<file path="config.mk">
export PLATFORM = sky130hd
export DESIGN_NAME = escaped_text_tokenizer_core_flat
export DESIGN_NICKNAME = d
export VERILOG_FILES = /design/src/rtl/core/esctok_pkg.sv /design/src/rtl/core/esctok_in_if.sv /design/src/rtl/core/esctok_out_if.sv /design/src/rtl/core/esctok_decode.sv /design/src/rtl/core/esctok_outbuf.sv /design/src/rtl/core/escaped_text_tokenizer_core.sv /design/src/flat_wrapper.sv
export SDC_FILE = /design/constraint.sdc
export NUM_CORES = 1
export LEC_CHECK = 0
export ABC_CLOCK_PERIOD_IN_PS = 5950
export BUFFER_PORTS_ARGS = -buffer_cell sky130_fd_sc_hd__buf_2
export CORE_MARGIN = 2
export CORE_UTILIZATION = 40
export DETAILED_ROUTE_END_ITERATION = 8
export HOLD_SLACK_MARGIN = 0.08
export SLEW_MARGIN = 10
export SYNTH_ARGS = -nofsm -noshare
export SYNTH_HDL_FRONTEND = slang
export SYNTH_SLANG_ARGS = --single-unit
</file>
<file path="constraint.sdc">
create_clock -name i_clk -period 5.95 [get_ports i_clk]
set_clock_uncertainty 0.15 [all_clocks]
set_input_delay 0.595 -clock i_clk [delete_from_list [all_inputs] [get_ports i_clk]]
set_output_delay 0.595 -clock i_clk [all_outputs]
set_load 0.01 [all_outputs]
</file>
<file path="src/rtl/core/esctok_pkg.sv">
`timescale 1ns / 1ps
// ----------------------------------------------------------------------------
// esctok_pkg
// Shared types and constants of the escaped text tokenizer.
// ----------------------------------------------------------------------------
package esctok_pkg;

    // configuration port
    localparam int CFG_IDX_W  = 2;
    localparam int CFG_DATA_W = 16;

    localparam logic [CFG_IDX_W-1:0] CFG_TOKEN_MODE  = 2'd0;
    localparam logic [CFG_IDX_W-1:0] CFG_BRACKET     = 2'd1;
    localparam logic [CFG_IDX_W-1:0] CFG_EMBED_NL    = 2'd2;

    localparam logic [15:0] BRACKET_RESET  = 16'd257;
    localparam logic [15:0] EMBED_NL_RESET = 16'd256;

    // characters of interest
    localparam logic [7:0] CH_BACKSLASH = 8'h5C;
    localparam logic [7:0] CH_BAR       = 8'h7C;
    localparam logic [7:0] CH_N         = 8'h6E;
    localparam logic [7:0] CH_HASH      = 8'h23;
    localparam logic [7:0] CH_PERCENT   = 8'h25;
    localparam logic [7:0] CH_ZERO      = 8'h30;
    localparam logic [7:0] CH_SEVEN     = 8'h37;
    localparam logic [7:0] CH_NINE      = 8'h39;
    localparam logic [7:0] CH_SPACE     = 8'h20;
    localparam logic [7:0] CH_NEWLINE   = 8'h0A;

    // result kinds
    localparam logic KIND_CHAR = 1'b0;
    localparam logic KIND_END  = 1'b1;

    typedef struct packed {
        logic        token_mode;
        logic [15:0] bracket_code;
        logic [15:0] embedded_newline_code;
    } t_cfg;

    typedef struct packed {
        logic       kind;
        logic [7:0] out_char;
        logic       line_end;
        logic       last;
    } t_result;

endpackage

</file>
<file path="src/rtl/core/esctok_in_if.sv">
`timescale 1ns / 1ps
// ----------------------------------------------------------------------------
// esctok_in_if
// Input channel: one raw byte or an end-of-stream mark per item.
// ----------------------------------------------------------------------------
interface esctok_in_if;
    logic       valid;
    logic       ready;
    logic [7:0] in_byte;
    logic       end_of_input;

    modport source (output valid, output in_byte, output end_of_input, input ready);
    modport sink   (input valid, input in_byte, input end_of_input, output ready);
endinterface

</file>
<file path="src/rtl/core/esctok_out_if.sv">
`timescale 1ns / 1ps
// ----------------------------------------------------------------------------
// esctok_out_if
// Result channel: token characters and end-of-token marks.
// ----------------------------------------------------------------------------
interface esctok_out_if;
    logic       valid;
    logic       ready;
    logic       kind;
    logic [7:0] out_char;
    logic       line_end;
    logic       last;

    modport source (output valid, output kind, output out_char, output line_end,
                    output last, input ready);
    modport sink   (input valid, input kind, input out_char, input line_end,
                    input last, output ready);
endinterface

</file>
<file path="src/rtl/core/esctok_decode.sv">
`timescale 1ns / 1ps
// ----------------------------------------------------------------------------
// esctok_decode
// Escape decoder and token splitter: holds the escape phase and the number
// accumulator, and turns each accepted item into up to two results.
// ----------------------------------------------------------------------------
module esctok_decode
    import esctok_pkg::*;
#(
    parameter int VALUE_WIDTH = 16
) (
    input  logic       i_clk,
    input  logic       i_rst_n,
    input  logic       i_accept,
    input  logic [7:0] i_byte,
    input  logic       i_eoi,
    input  t_cfg       i_cfg,
    output logic [1:0] o_res_cnt,
    output t_result    o_res [2]
);

    localparam int CW = (VALUE_WIDTH > 16) ? VALUE_WIDTH : 16;

    typedef enum logic [1:0] {
        PH_PLAIN = 2'd0,
        PH_ESC   = 2'd1,
        PH_DEC   = 2'd2,
        PH_OCT   = 2'd3
    } t_phase;

    t_phase                 r_phase, n_phase;
    logic [VALUE_WIDTH-1:0] r_num, n_num;

    // tokenizer view of one decoded value
    function automatic t_result deliver(input logic [CW-1:0] v, input t_cfg cfg);
        t_result     r;
        logic [CW-1:0] nv;
        r  = '0;
        nv = v;
        if (v == CW'(CH_NEWLINE) || (v == CW'(CH_SPACE) && !cfg.token_mode)) begin
            r.kind     = KIND_END;
            r.line_end = (v == CW'(CH_NEWLINE));
        end else begin
            if (v == CW'(cfg.embedded_newline_code)) begin
                nv = CW'(CH_NEWLINE);
            end
            r.kind     = KIND_CHAR;
            r.out_char = nv[7:0];
        end
        return r;
    endfunction

    t_result       close_res;
    logic          is_dec_digit;
    logic          is_oct_digit;
    logic [3:0]    digit;
    logic [CW-1:0] byte_v;
    logic [CW-1:0] num_v;
    logic [CW-1:0] bslash_v;
    t_result       res [2];
    logic [1:0]    cnt;

    assign is_dec_digit = (i_byte >= CH_ZERO) && (i_byte <= CH_NINE);
    assign is_oct_digit = (i_byte >= CH_ZERO) && (i_byte <= CH_SEVEN);
    assign digit        = i_byte[3:0];
    assign byte_v       = CW'(i_byte);
    assign num_v        = CW'(r_num);
    assign bslash_v     = CW'(CH_BACKSLASH);

    always_comb begin
        close_res          = '0;
        close_res.kind     = KIND_END;
    end

    // decode one item against the current phase
    always_comb begin
        n_phase = r_phase;
        n_num   = r_num;
        res[0]  = '0;
        res[1]  = '0;
        cnt     = 2'd0;
        if (i_eoi) begin
            unique case (r_phase)
                PH_PLAIN: begin
                    res[0] = close_res;
                    cnt    = 2'd1;
                end
                PH_ESC: begin
                    res[0] = deliver(bslash_v, i_cfg);
                    res[1] = close_res;
                    cnt    = 2'd2;
                end
                PH_DEC, PH_OCT: begin
                    res[0] = deliver(num_v, i_cfg);
                    res[1] = close_res;
                    cnt    = 2'd2;
                end
                default: begin
                    res[0] = close_res;
                    cnt    = 2'd1;
                end
            endcase
            n_phase = PH_PLAIN;
            n_num   = '0;
        end else begin
            unique case (r_phase)
                PH_PLAIN: begin
                    if (i_byte == CH_BACKSLASH) begin
                        n_phase = PH_ESC;
                    end else begin
                        res[0] = deliver(byte_v, i_cfg);
                        cnt    = 2'd1;
                    end
                end
                PH_ESC: begin
                    n_phase = PH_PLAIN;
                    priority if (i_byte == CH_BACKSLASH) begin
                        res[0] = deliver(bslash_v, i_cfg);
                        cnt    = 2'd1;
                    end else if (i_byte == CH_BAR) begin
                        res[0] = deliver(CW'(i_cfg.bracket_code), i_cfg);
                        cnt    = 2'd1;
                    end else if (i_byte == CH_N) begin
                        res[0] = deliver(CW'(i_cfg.embedded_newline_code), i_cfg);
                        cnt    = 2'd1;
                    end else if (i_byte == CH_HASH || i_byte == CH_PERCENT) begin
                        n_phase = PH_DEC;
                        n_num   = '0;
                    end else if (is_dec_digit) begin
                        // a leading 8 or 9 still starts an octal number
                        n_phase = PH_OCT;
                        n_num   = VALUE_WIDTH'(digit);
                    end else begin
                        // lone backslash kept, byte decoded as plain text
                        res[0] = deliver(bslash_v, i_cfg);
                        res[1] = deliver(byte_v, i_cfg);
                        cnt    = 2'd2;
                    end
                end
                PH_DEC, PH_OCT: begin
                    if (r_phase == PH_DEC && is_dec_digit) begin
                        n_num = (r_num << 3) + (r_num << 1) + VALUE_WIDTH'(digit);
                    end else if (r_phase == PH_OCT && is_oct_digit) begin
                        n_num = (r_num << 3) + VALUE_WIDTH'(digit);
                    end else begin
                        // number ends, terminating byte decoded afresh
                        n_num  = '0;
                        res[0] = deliver(num_v, i_cfg);
                        if (i_byte == CH_BACKSLASH) begin
                            n_phase = PH_ESC;
                            cnt     = 2'd1;
                        end else begin
                            n_phase = PH_PLAIN;
                            res[1]  = deliver(byte_v, i_cfg);
                            cnt     = 2'd2;
                        end
                    end
                end
                default: begin
                    n_phase = PH_PLAIN;
                end
            endcase
        end
        // mark the final result of this item
        if (cnt == 2'd1) begin
            res[0].last = 1'b1;
        end else if (cnt == 2'd2) begin
            res[1].last = 1'b1;
        end
    end

    assign o_res_cnt = cnt;
    assign o_res[0]  = res[0];
    assign o_res[1]  = res[1];

    // escape state
    always_ff @(posedge i_clk) begin
        if (!i_rst_n) begin
            r_phase <= PH_PLAIN;
            r_num   <= '0;
        end else if (i_accept) begin
            r_phase <= n_phase;
            r_num   <= n_num;
        end
    end

endmodule

</file>
<file path="src/rtl/core/esctok_outbuf.sv">
`timescale 1ns / 1ps
// ----------------------------------------------------------------------------
// esctok_outbuf
// Three-slot result queue: takes up to two results per cycle while it holds at most
// one, and presents the oldest on the result channel.
// ----------------------------------------------------------------------------
module esctok_outbuf
    import esctok_pkg::*;
(
    input  logic          i_clk,
    input  logic          i_rst_n,
    input  logic [1:0]    i_push_cnt,
    input  t_result       i_push_res [2],
    output logic          o_in_ready,
    esctok_out_if.source  o_out
);

    t_result    r_slot [3];
    t_result    n_slot [3];
    t_result    shifted [3];
    logic [1:0] r_count, n_count;
    logic [1:0] base;
    logic       pop;

    assign pop = (r_count != 2'd0) && o_out.ready;

    // room for a full two-result item while at most one result is held
    assign o_in_ready = (r_count <= 2'd1);

    // drop the head, then append behind the remaining items
    always_comb begin
        shifted[0] = pop ? r_slot[1] : r_slot[0];
        shifted[1] = pop ? r_slot[2] : r_slot[1];
        shifted[2] = r_slot[2];
        base       = r_count - {1'b0, pop};
        n_count    = base + i_push_cnt;
        for (int i = 0; i < 3; i++) begin
            n_slot[i] = shifted[i];
            if (i_push_cnt != 2'd0 && 2'(i) == base) begin
                n_slot[i] = i_push_res[0];
            end else if (i_push_cnt == 2'd2 && 2'(i) == base + 2'd1) begin
                n_slot[i] = i_push_res[1];
            end
        end
    end

    always_ff @(posedge i_clk) begin
        if (!i_rst_n) begin
            r_count <= 2'd0;
        end else begin
            r_count <= n_count;
        end
    end

    always_ff @(posedge i_clk) begin
        for (int i = 0; i < 3; i++) begin
            r_slot[i] <= n_slot[i];
        end
    end

    assign o_out.valid    = (r_count != 2'd0);
    assign o_out.kind     = r_slot[0].kind;
    assign o_out.out_char = r_slot[0].out_char;
    assign o_out.line_end = r_slot[0].line_end;
    assign o_out.last     = r_slot[0].last;

endmodule

</file>
<file path="src/rtl/core/escaped_text_tokenizer_core.sv">
`timescale 1ns / 1ps
// ----------------------------------------------------------------------------
// escaped_text_tokenizer_core
// Backslash escape decoder and tokenizer for a byte stream.
// ----------------------------------------------------------------------------
// Usage:
//   i_in carries one raw byte per item, or an end-of-stream mark that flushes
//   any pending backslash or number and closes the current token.
//   o_out carries token characters (kind 0) and end-of-token marks (kind 1);
//   last flags the final result produced by an input item. The user must write
//   configuration (token mode, bracket code, embedded newline code) through
//   i_cfg_we / i_cfg_idx / i_cfg_data while the block is idle; nothing enforces it.
// Timing:
//   the first result of an item reaches o_out in the cycle after it is accepted
//   when the queue is empty; otherwise it follows the results still waiting.
//   One item is taken every cycle while the three-slot result queue holds at
//   most one result; the queue drains one result per cycle while o_out.ready
//   is high, so items yielding two results can make i_in.ready drop.
// Reset:
//   synchronous; returns to plain text phase, clears the number accumulator
//   and the result queue, and restores the configuration reset values.
// Stall:
//   while o_out.ready is low results wait in the queue; i_in.ready drops as
//   soon as the queue holds two or more results.
// ----------------------------------------------------------------------------
module escaped_text_tokenizer_core
    import esctok_pkg::*;
#(
    parameter int VALUE_WIDTH = 16
) (
    input  logic                  i_clk,
    input  logic                  i_rst_n,
    input  logic                  i_cfg_we,
    input  logic [CFG_IDX_W-1:0]  i_cfg_idx,
    input  logic [CFG_DATA_W-1:0] i_cfg_data,
    esctok_in_if.sink             i_in,
    esctok_out_if.source          o_out
);

    t_cfg       r_cfg;
    logic       accept;
    logic       in_ready;
    logic [1:0] res_cnt;
    logic [1:0] push_cnt;
    t_result    res [2];

    // configuration registers
    always_ff @(posedge i_clk) begin
        if (!i_rst_n) begin
            r_cfg.token_mode            <= 1'b0;
            r_cfg.bracket_code          <= BRACKET_RESET;
            r_cfg.embedded_newline_code <= EMBED_NL_RESET;
        end else if (i_cfg_we) begin
            if (i_cfg_idx == CFG_TOKEN_MODE) begin
                r_cfg.token_mode <= i_cfg_data[0];
            end else if (i_cfg_idx == CFG_BRACKET) begin
                r_cfg.bracket_code <= i_cfg_data;
            end else if (i_cfg_idx == CFG_EMBED_NL) begin
                r_cfg.embedded_newline_code <= i_cfg_data;
            end
        end
    end

    assign i_in.ready = in_ready;
    assign accept     = i_in.valid && in_ready;
    assign push_cnt   = accept ? res_cnt : 2'd0;

    esctok_decode #(
        .VALUE_WIDTH (VALUE_WIDTH)
    ) u_decode (
        .i_clk     (i_clk),
        .i_rst_n   (i_rst_n),
        .i_accept  (accept),
        .i_byte    (i_in.in_byte),
        .i_eoi     (i_in.end_of_input),
        .i_cfg     (r_cfg),
        .o_res_cnt (res_cnt),
        .o_res     (res)
    );

    esctok_outbuf u_outbuf (
        .i_clk      (i_clk),
        .i_rst_n    (i_rst_n),
        .i_push_cnt (push_cnt),
        .i_push_res (res),
        .o_in_ready (in_ready),
        .o_out      (o_out)
    );

endmodule
</file>
<file path="src/flat_wrapper.sv">
// flat-port wrapper written by rule: the top's interface ports become plain ports
module escaped_text_tokenizer_core_flat import esctok_pkg::*;
#(
    parameter int VALUE_WIDTH = 16
)
  (i_clk, i_rst_n, i_cfg_we, i_cfg_idx, i_cfg_data, i_in_valid, i_in_in_byte, i_in_end_of_input, i_in_ready, o_out_valid, o_out_kind, o_out_out_char, o_out_line_end, o_out_last, o_out_ready);
  esctok_in_if i_in_i ();
  esctok_out_if o_out_i ();
  input  logic i_clk;
  input  logic i_rst_n;
  input  logic i_cfg_we;
  input  logic [CFG_IDX_W-1:0] i_cfg_idx;
  input  logic [CFG_DATA_W-1:0] i_cfg_data;
  input wire logic [$bits(i_in_i.valid)-1:0] i_in_valid;
  input wire logic [$bits(i_in_i.in_byte)-1:0] i_in_in_byte;
  input wire logic [$bits(i_in_i.end_of_input)-1:0] i_in_end_of_input;
  output wire logic [$bits(i_in_i.ready)-1:0] i_in_ready;
  output wire logic [$bits(o_out_i.valid)-1:0] o_out_valid;
  output wire logic [$bits(o_out_i.kind)-1:0] o_out_kind;
  output wire logic [$bits(o_out_i.out_char)-1:0] o_out_out_char;
  output wire logic [$bits(o_out_i.line_end)-1:0] o_out_line_end;
  output wire logic [$bits(o_out_i.last)-1:0] o_out_last;
  input wire logic [$bits(o_out_i.ready)-1:0] o_out_ready;
  assign i_in_i.valid = i_in_valid;
  assign i_in_i.in_byte = i_in_in_byte;
  assign i_in_i.end_of_input = i_in_end_of_input;
  assign i_in_ready = i_in_i.ready;
  assign o_out_valid = o_out_i.valid;
  assign o_out_kind = o_out_i.kind;
  assign o_out_out_char = o_out_i.out_char;
  assign o_out_line_end = o_out_i.line_end;
  assign o_out_last = o_out_i.last;
  assign o_out_i.ready = o_out_ready;
  escaped_text_tokenizer_core #(.VALUE_WIDTH(VALUE_WIDTH)) u_core (.i_clk(i_clk), .i_rst_n(i_rst_n), .i_cfg_we(i_cfg_we), .i_cfg_idx(i_cfg_idx), .i_cfg_data(i_cfg_data), .i_in(i_in_i), .o_out(o_out_i));
endmodule
</file>
==> results by group <==
Final layout
  – Design area: roughly 7000 um2
  – Most common cell after layout, fill and taps aside: sky130_fd_sc_hd__nand2_1
  – Fraction of final layout cells with drive strength greater than 1: about an eighth
  – Area growth, synth to finish: 7.31%
  – Antenna diode count: 0
  – Commonest non-fill, non-tap cells in the layout: sky130_fd_sc_hd__nand2_1, sky130_fd_sc_hd__dfxtp_1, sky130_fd_sc_hd__xnor2_1, sky130_fd_sc_hd__mux2i_1, sky130_fd_sc_hd__buf_2
  – Number of nets in the finished design: between 800 and 900
  – Filler cells: approximately 1600

Logic synthesis
  – Proportion of netlist area held by the largest area contributor: ~16%
  – Synth unique cells: 90
  – Ys flop type: sky130_fd_sc_hd__dfxtp_1
  – Post-synthesis sequential area ratio: between 30 and 40%
  – Area contributors post-synth: sky130_fd_sc_hd__dfxtp_1, sky130_fd_sc_hd__edfxtp_1, sky130_fd_sc_hd__mux2i_1, sky130_fd_sc_hd__xnor2_1, sky130_fd_sc_hd__nand2_1
  – Yosys warns: 0
  – Count of mapped cells out of synthesis: approximately 760
  – Number of synthesized register bits: between 80 and 90
  – Post-synth net total: approximately 830
  – Average instance area after synthesis: between 8 and 9 um2
  – Post-synth EDFFs: 33
  – Post-synth top area cell: sky130_fd_sc_hd__dfxtp_1
  – Post-Syn Area: about 6600 um2
  – Async set-or-reset flop fraction in the synthesized netlist: 0%

Detailed routing
  – Average detailed-routed wire length per instance: between 15 and 20 um
  – Post-detailed-route via-to-cell ratio: about 5.6
  – Wire length after detailed routing: about 17 mm
  – Drt pass-1 iters: 4
  – DRC viols: 0
  – Antenna Violating Nets Remaining: 0
  – Total number of vias: 5493
  – Iteration-0 DRC count of the detailed router: 335

STA
  – Number of failing setup endpoints in the final timing report: 0
  – Endpoints failing hold: 0
  – Shortest clock period the worst path allows after layout: about 3.5 ns
  – Maximum clock frequency: approximately 280 MHz
  – Final slew viol count: 0
  – Max transition margin: a little under a quarter
  – Pin slew with the least headroom to its limit: around 1.1 ns
  – Setup repair after global routing missed its margin: false
  – Post-route clock period utilization: between 50% and 60%
  – Post-route setup TNS: 0 ns

Floorplanning
  – Die width: roughly 130 um
  – Core ar.: 16400 um2
  – Starting utilization of the core area: 40.5%
  – Die Ht: approximately 130 um
  – Count of pins on the block boundary: 45
  – Die Area: 17600 um2
  – Floorplan row count: 47

GRT
  – GRT Resource Usage Total: slightly below 20%
  – Maximum number of pins on one net before global-route repair: 56
  – First-pass GRT wire length: approximately 28 mm
  – Leftover overflow at the end of global routing: 0
  – Number of global-route vias before repair: between 5000 and 6000
  – Initial antenna violation count: 0

Critical path
  – Sort of element at the end of the critical path: flop
  – Critical path required time: around 5.8 ns
  – Worst Path Class, Setup: in2reg
  – CP cell instances: buf_2 -> nand4b_4 -> or4_1 -> nand2_4 -> o21ai_2 -> o211ai_2 -> nand3_1
  – Launching element type of the critical path: input pin
  – Endpoint arrival time on the critical path: between 3 and 4 ns
  – Master of the slowest instance on the critical path: sky130_fd_sc_hd__or4_1
  – Crit path max fanout: 13
  – Delay of the slowest cell on the worst path: around 0.7 ns

Clocking
  – Number of sinks handled by clock tree synthesis: 86
  – Cell at the root of the clock tree: sky130_fd_sc_hd__clkbuf_16
  – Clock latency at the later pin of the worst-skew pair: between 0.3 and 0.4 ns
  – Count of hold buffers inserted by post-cts repair: 0
  – Total CTS buffers: 9
  – CTS H-tree depth: 3
  – Maximum buffer depth of the clock tree: 2
  – TritonCTS clock tree: built
  – Clock-pin slew of the registers on the worst-case setup and hold paths: around 0.060 ns
  – Cells resized by post-CTS repair: 0
  – Post-CTS Setup Inserts: 0

Power and ir drop
  – Total power after layout: ~1900 uW
  – Power per cell area: 263 nW/um2
  – LEAKAGE: 0.00264 uW
  – Maximum vdd ir drop: ~0.00016 V

Place
  – Cell area after placement: 6840 um2
  – Number of buffers added on ports: 44
  – Weighted congestion reported at the end of routability-driven placement: 0.953
  – Placed wire-length estimate: ~13 mm

Job
  – Number of max-capacitance violations reported: 0

Outcome
  – Outcome: complete, no violations

Worst hold path
  – Tightest Hold Check Type: in2reg
==> synth_stat cells, types with 4 or more instances <==
cell                         n
sky130_fd_sc_hd__buf_2       6
sky130_fd_sc_hd__nor3_1     23
sky130_fd_sc_hd__mux2i_1    48
sky130_fd_sc_hd__clkbuf_1   34
sky130_fd_sc_hd__or2_2       4
sky130_fd_sc_hd__xor2_1     17
sky130_fd_sc_hd__a22oi_1     6
sky130_fd_sc_hd__o21ai_0    18
sky130_fd_sc_hd__nand2b_1    6
sky130_fd_sc_hd__nand2_1   104
sky130_fd_sc_hd__buf_6       7
sky130_fd_sc_hd__nand3_1    19
sky130_fd_sc_hd__nor3b_1     6
sky130_fd_sc_hd__dfxtp_1    53
sky130_fd_sc_hd__nor4_1     13
sky130_fd_sc_hd__nor2_1     43
sky130_fd_sc_hd__a21boi_0   35
sky130_fd_sc_hd__ha_1       30
sky130_fd_sc_hd__edfxtp_1   33
sky130_fd_sc_hd__xnor2_1    49
sky130_fd_sc_hd__nor2b_1    16
sky130_fd_sc_hd__o31ai_1     5
sky130_fd_sc_hd__inv_1      17
sky130_fd_sc_hd__a211oi_1    5
sky130_fd_sc_hd__nand4_1    20
sky130_fd_sc_hd__o21bai_1    4
sky130_fd_sc_hd__buf_4      11
sky130_fd_sc_hd__a21oi_1    32
sky130_fd_sc_hd__or3_1       4
sky130_fd_sc_hd__o211ai_1    9
==> final timing paths <==
path	startpoint	to	slack, ns	cells after the start
hold / removal	i_cfg_data[8]	u_core.r_cfg[8]	0.33	3
hold reg to reg	u_core.r_cfg[27]	u_core.r_cfg[27]	0.35	2
setup reg to reg	u_core.u_decode.r_phase[0]	u_core.u_outbuf.r_slot[0][13]	2.48	6
setup / recovery	i_in_in_byte[2]	u_core.u_outbuf.r_slot[0][13]	2.43	7
==> state kept, by name, indices dropped and copies added, names as in the netlist <==
register / flops
u_core.u_decode.num_v: 16
u_core.u_outbuf.r_slot: 33
u_core.u_decode.r_phase: 2
u_core.r_cfg: 33
u_core.u_outbuf.r_count: 2
==> critical path: cells and delay by family <==
| family | cells | cell delay (ns) |
|---|---|---|
| AO/OA/AOI/OAI | 2 | 0.81 |
| AND/OR/NAND/NOR | 4 | 1.60 |
| buffers and inverters | 1 | 0.28 |
==> final cells by class <==
cell class / count / area (um2) / share of cell area (%)
Tap cell: 220 / 275 / 3.86
Multi-Input combinational cell: 601 / 4190 / 58.9
Timing Repair Buffer: 48 / 250 / 3.51
Inverter: 17 / 63.8 / 0.896
Sequential cell: 86 / 2050 / 28.8
Clock buffer: 9 / 225 / 3.16
Clock inverter: 7 / 65.1 / 0.913
==> per-layer routing <==
metal	track usage (%)	share of wire (%)
met5	0	0
met3	3.79	4.3
met1	26.0	47
met2	32.3	47
met4	6.81	2.1
==> stage by stage <==
| stage | worst slack, ns | utilization [%] | cells | hold WS, ns |
|---|---|---|---|---|
| 6_report | 2.43 | 43.4 | 988 | 0.326 |
| 4_1_cts | 2.40 | 43.4 | 988 | 0.312 |
| 2_1_floorplan | 2.78 | - | 764 | 0.316 |
| 3_5_place_dp | 2.04 | 41.7 | 972 | 0.342 |
| 3_3_place_gp | 2.11 | 41.7 | 972 | 0.338 |
| 5_1_grt | 2.20 | 43.4 | 988 | 0.355 |
==> logic make-up (layout without fill, tap and decap cells) <==
family / count (synthesis) / in the layout / share of synthesized area (%)
DFF: 86 / 86 / 30.9
muxes: 50 / 50 / 7.57
adders and majority gates: 32 / 32 / 6.26
AOI/OAI and AO/OA: 160 / 160 / 17.2
buffers and inverters: 77 / 81 / 5.94
xor gates and xnor gates: 66 / 66 / 8.71
and+or+nand+nor: 293 / 293 / 23.4
==> power breakdown <==
group          total (uW)  switching, uW  internal [uW]
sequential            791           37.7            754
combinational         523            322            201
clock                 558            236            322
Note: power is estimated with default switching activity, not from simulation.
